File: src/sv/tdps_pkg.sv
`timescale 1ns / 1ps
// ----------------------------------------------------------------------------
// tdps_pkg
// Shared types and constants for the tolerance dedup point set.
// ----------------------------------------------------------------------------
package tdps_pkg;

    localparam int CAPACITY = 256;
    localparam int IDX_W    = $clog2(CAPACITY);
    localparam int CNT_W    = $clog2(CAPACITY + 1);

    localparam int COORD_W  = 32;
    localparam int RAD_W    = 31;
    localparam int SQ_W     = 2 * COORD_W;
    localparam int SUM_W    = SQ_W + 2;

    // APB register map
    localparam int APB_ADDR_W = 3;
    localparam int APB_DATA_W = 32;
    localparam logic REG_TOLERANCE = 1'b0;

    // request types
    localparam logic REQ_INSERT = 1'b0;
    localparam logic REQ_READ   = 1'b1;

    // result status codes
    localparam logic [2:0] STATUS_STORED    = 3'd0;
    localparam logic [2:0] STATUS_DUPLICATE = 3'd1;
    localparam logic [2:0] STATUS_FULL      = 3'd2;
    localparam logic [2:0] STATUS_READ_OK   = 3'd3;
    localparam logic [2:0] STATUS_BAD_INDEX = 3'd4;

    typedef struct packed {
        logic                      req_type;
        logic signed [COORD_W-1:0] center_x;
        logic signed [COORD_W-1:0] center_y;
        logic        [RAD_W-1:0]   radius_in;
        logic        [7:0]         read_index;
    } t_in_item;

    typedef struct packed {
        logic        [2:0]         status;
        logic signed [COORD_W-1:0] out_x;
        logic signed [COORD_W-1:0] out_y;
        logic        [RAD_W-1:0]   out_radius;
        logic        [8:0]         entry_count;
    } t_out_item;

    typedef struct packed {
        logic signed [COORD_W-1:0] x;
        logic signed [COORD_W-1:0] y;
        logic        [RAD_W-1:0]   r;
    } t_entry;

    localparam int ENTRY_W = $bits(t_entry);

    // controller -> datapath
    typedef struct packed {
        logic             start;
        logic             rd_en;
        logic             scan;
        logic [IDX_W-1:0] scan_addr;
        logic             load_out;
    } t_cmd;

    // datapath -> controller
    typedef struct packed {
        logic [CNT_W-1:0] count;
        logic             pipe_busy;
        logic             out_free;
        logic             req_is_read;
        logic             read_in_range;
    } t_stat;

endpackage

File: src/sv/tdps_ctrl.sv
`timescale 1ns / 1ps
// ----------------------------------------------------------------------------
// tdps_ctrl
// Request sequencer: dispatch, table scan, result hand-off.
// ----------------------------------------------------------------------------
module tdps_ctrl (
    input  logic            i_clk,
    input  logic            i_rst_n,
    input  logic            i_in_valid,
    output logic            o_in_stall,
    input  tdps_pkg::t_stat i_stat,
    output tdps_pkg::t_cmd  o_cmd
);
    import tdps_pkg::*;

    typedef enum logic [4:0] {
        S_IDLE     = 5'b00001,
        S_DISPATCH = 5'b00010,
        S_SCAN     = 5'b00100,
        S_DECIDE   = 5'b01000,
        S_RDWAIT   = 5'b10000
    } t_state;

    t_state           r_state, n_state;
    logic [CNT_W-1:0] r_scan_cnt, n_scan_cnt;
    t_cmd             w_cmd;

    always_comb begin
        n_state    = r_state;
        n_scan_cnt = r_scan_cnt;
        w_cmd      = '0;
        case (r_state)
            S_IDLE: begin
                if (i_in_valid) begin
                    w_cmd.start = 1'b1;
                    n_state     = S_DISPATCH;
                end
            end
            S_DISPATCH: begin
                if (i_stat.req_is_read) begin
                    w_cmd.rd_en = i_stat.read_in_range;
                    n_state     = S_RDWAIT;
                end else begin
                    n_scan_cnt = '0;
                    n_state    = S_SCAN;
                end
            end
            S_SCAN: begin
                // one table read per cycle, then let the compare pipe drain
                if (r_scan_cnt < i_stat.count) begin
                    w_cmd.rd_en     = 1'b1;
                    w_cmd.scan      = 1'b1;
                    w_cmd.scan_addr = r_scan_cnt[IDX_W-1:0];
                    n_scan_cnt      = CNT_W'(r_scan_cnt + 1'b1);
                end else if (!i_stat.pipe_busy) begin
                    n_state = S_DECIDE;
                end
            end
            S_DECIDE, S_RDWAIT: begin
                if (i_stat.out_free) begin
                    w_cmd.load_out = 1'b1;
                    n_state        = S_IDLE;
                end
            end
            default: begin
                n_state = S_IDLE;
            end
        endcase
    end

    always_ff @(posedge i_clk) begin
        if (!i_rst_n) begin
            r_state    <= S_IDLE;
            r_scan_cnt <= '0;
        end else begin
            r_state    <= n_state;
            r_scan_cnt <= n_scan_cnt;
        end
    end

    assign o_in_stall = (r_state != S_IDLE);
    assign o_cmd      = w_cmd;

`ifndef ASSERT_OFF
    a_scan_addr: assert property (@(posedge i_clk) disable iff (!i_rst_n)
        (w_cmd.rd_en && w_cmd.scan) |-> (CNT_W'(w_cmd.scan_addr) < i_stat.count))
        else $error("scan read beyond stored entries");

    a_busy_after_start: assert property (@(posedge i_clk) disable iff (!i_rst_n)
        w_cmd.start |=> (o_in_stall && !w_cmd.load_out))
        else $error("request not held after transfer");

    a_load_free: assert property (@(posedge i_clk) disable iff (!i_rst_n)
        w_cmd.load_out |-> (i_stat.out_free && (n_state == S_IDLE)))
        else $error("result loaded into occupied output");
`endif

endmodule

File: config.mk
export PLATFORM = sky130hd
export DESIGN_NAME = tdps_ctrl
export DESIGN_NICKNAME = d
export VERILOG_FILES = /design/src/sv/tdps_pkg.sv /design/src/sv/tdps_ctrl.sv
export SDC_FILE = /design/constraint.sdc
export NUM_CORES = 1
export LEC_CHECK = 0
export BUFFER_PORTS_ARGS = -buffer_cell sky130_fd_sc_hd__buf_2
export CORE_ASPECT_RATIO = 0.8
export CORE_MARGIN = 4
export CORE_UTILIZATION = 55
export CTS_CLUSTER_SIZE = 40
export DETAILED_ROUTE_END_ITERATION = 7
export PLACE_DENSITY = 0.86
export SYNTH_ARGS = -nofsm -noshare
export SYNTH_HDL_FRONTEND = slang
export SYNTH_SLANG_ARGS = --single-unit
File: constraint.sdc
create_clock -name i_clk -period 5.45 [get_ports i_clk]
set_input_delay 1.635 -clock i_clk [delete_from_list [all_inputs] [get_ports i_clk]]
set_output_delay 1.635 -clock i_clk [all_outputs]
set_load 0.03 [all_outputs]
==> metrics.txt <==
status=finished clean; Initial Utilization=57.74%; CTS Buf Count=3; Syn-to-layout area delta=15.49%; PostCTS Resize Cnt=0; top_reg_cell synth=dfxtp_1; Max clock buf depth=2; DR iter-0 viols=38; Rows=14; Core ar.=about 0.0019 sq mm; minimum clock period=4.848 ns; # fillers=roughly 170; Rel. slew slack=a little under two thirds; Fin Setup TNS=0 ns; TritonRoute pass-1 iters=4; number of synthesized register bits=14; clock network power share=36.2%; EDFF count, synth=0; Net Count, Synth=160; synth warn=0; DRC Markers=0; first-pass GRT wire length=a little under 4 mm; WL/cell=around 14 um; GPL Wtd Cong=around 0.75; Cell Area, Synth=around 0.0011 sq mm; sequential area share after synthesis=between 20% and 30%; startpoint types=primary input; Cell Int Power=~0.16 mW; Post-CTS Setup Inserts=0; leakage=around 0.59 nW; Post-Syn Instances=135; WP data arrival=about 3.2 ns; maximum VDD drop=~0.2 mV; Critical Path RT=roughly 3.8 ns; final hold vios=0; initial antenna violation count=0; clock slew at reported path FFs=approximately 0.090 ns; Final Max Slew Viols=0; Clock Latency Late Sink=about 0.28 ns; CTS tree=done; Net Sw Power=around 0.056 mW; Final Util=approximately 67%; Switching Fraction=between 20% and 30%; Global Route Usage Sum=18.71%; Finish-stage setup viols=0; Flop pwr share=between 50% and 60%; Slew @ Worst Pin=approximately 0.54 ns; CTS Sinks=14; drt total wl=between 2 and 3 mm; Via density=6.086; die area=0.002746 sq mm; layout cell share with drive strength beyond 1=31.68%; Final HPWL DP=1.949 mm; Die H=about 48 um; Setup Skew=~0.0019 ns; Netlist cell types=between 40 and 50; Max-Cap Viols=0; period utilization=approximately nine tenths; Diodes inserted=0; Mean Syn Cell Area=between 8 and 9 sq um; hold_buf cts=0; fmax=just over 0.2 GHz; pwr/cell area=169.4 mW/mm^2; die width=57.60 um; Buffers on Ports=28; pin count of the biggest net entering global routing=23; combinational power share=a little over an eighth; vias in the first global route=around 930; crit-path max FO=16; total grt overflow=0; Async SR Flop Fraction=0%; H-tree depth=1; Crit. End Element=output port; root buf cell=clkbuf_4; Post-DRT Antenna Nets=0; via count=about 1,100; crit path kind=in -> out; # nets final=187; Worst Hold Class=reg -> reg; io pins=29; RSZ-0062 raised after global routing=false
## cell usage in the layout (no fill, tap or decap), types with 2 or more instances in the layout
| cell | instances |
|---|---|
| a21oi_1 | 2 |
| nand4_1 | 2 |
| o2111ai_1 | 4 |
| buf_2 | 28 |
| nor3b_1 | 2 |
| inv_1 | 10 |
| o21ai_1 | 2 |
| o211ai_1 | 6 |
| clkbuf_4 | 3 |
| nand2_1 | 13 |
| nor2_1 | 8 |
| nor2b_1 | 3 |
| ha_1 | 9 |
| nor3_1 | 5 |
| o21ai_0 | 7 |
| dfxtp_1 | 14 |
| and3_2 | 8 |
| nand3_1 | 10 |
| nor4_1 | 2 |
## worst paths after layout
| path | to | depth (start not counted) | from | slack (ns) |
|---|---|---|---|---|
| worst min register to register | r_state[4] | 2 | r_state[4] | 0.52 |
| worst max register to register | r_scan_cnt[8] | 6 | r_scan_cnt[5] | 3.41 |
| worst max-delay path | o_cmd[6] | 8 | i_stat[12] | 0.60 |
| worst min-delay path | r_state[4] | 2 | r_state[4] | 0.52 |
## cell type report
cell class              instances  area (sq um)  share of cell area [%]
flip-flops and latches         14         280.3                   22.42
well taps                      24         30.03                   2.402
multi-input cells             104         718.2                   57.46
clock buffers                   4         36.28                   2.903
repair buffers                 29         147.6                   11.81
inverters                      10         37.54                   3.003
## state kept, by name (all words and copies together) (netlist names)
signal	flops
r_state	5
r_scan_cnt	9
## synth_stat cells, types with 2 or more instances
cell type,instances,area share (%)
dfxtp_1,14,26
nand2_1,13,4.5
inv_1,10,3.5
nand3_1,10,4.6
ha_1,9,10
and3_2,8,5.5
nor2_1,8,2.8
o21ai_0,7,3.2
o211ai_1,6,4.2
nor3_1,5,2.3
o2111ai_1,4,3.2
clkbuf_1,3,1.0
nor2b_1,3,1.7
a21oi_1,2,0.92
buf_6,2,2.1
nand4_1,2,1.2
nor3b_1,2,1.4
nor4_1,2,1.2
o21ai_1,2,0.92
## power by group through the flow
stage               combinational, mW  sequential [mW]  clock [mW]
floorplan                      0.0186            0.108           0
global placement               0.0279            0.108           0
detailed placement             0.0287            0.108           0
CTS                            0.0289            0.106      0.0788
global route                   0.0328            0.106      0.0835
finish                         0.0290            0.106      0.0767
## cells by family (layout without fill, tap and decap cells)
logic type,count (synthesis),after routing,share of synthesized area [%]
compound gates,31,31,21.16
xor+xnor,1,1,0.8094
fa+ha+maj,9,9,10.40
buf+inv,17,43,7.746
flops,14,14,25.90
simple gates,63,63,33.99
## per-stage QoR
step | worst slack (ns) | total power, mW | hold WS, ns | cells | area, sq um
3_3_place_gp | 0.6417 | 0.1361 | 0.4871 | 181 | 1214
4_1_cts | 0.5754 | 0.2136 | 0.5135 | 185 | 1250
6_report | 0.6020 | 0.2118 | 0.5214 | 185 | 1250
5_1_grt | 0.4697 | 0.2225 | 0.5443 | 185 | 1250
3_5_place_dp | 0.5754 | 0.1371 | 0.5009 | 181 | 1214
2_1_floorplan | 0.7427 | 0.1264 | 0.4650 | 135 | 1082
## per-layer routing
metal  routed length [um]  up-vias  track usage, %  part of all wire, %
li1                     -      559               -                    -
met1                 1099      526           23.27                   43
met2                 1273       39           31.31                   49
met3                  198        2           7.547                  7.7
met4                    7        0           3.704                 0.27
met5                    0        -               0                    0
## critical path, stage by stage
cell	delay (ns)
buf_2	0.08
inv_1	0.03
ha_1	0.28
and4_1	0.21
o2111ai_1	0.29
buf_4	0.30
and3_2	0.22
buf_2	0.17
(Power assumes the default switching activity.)
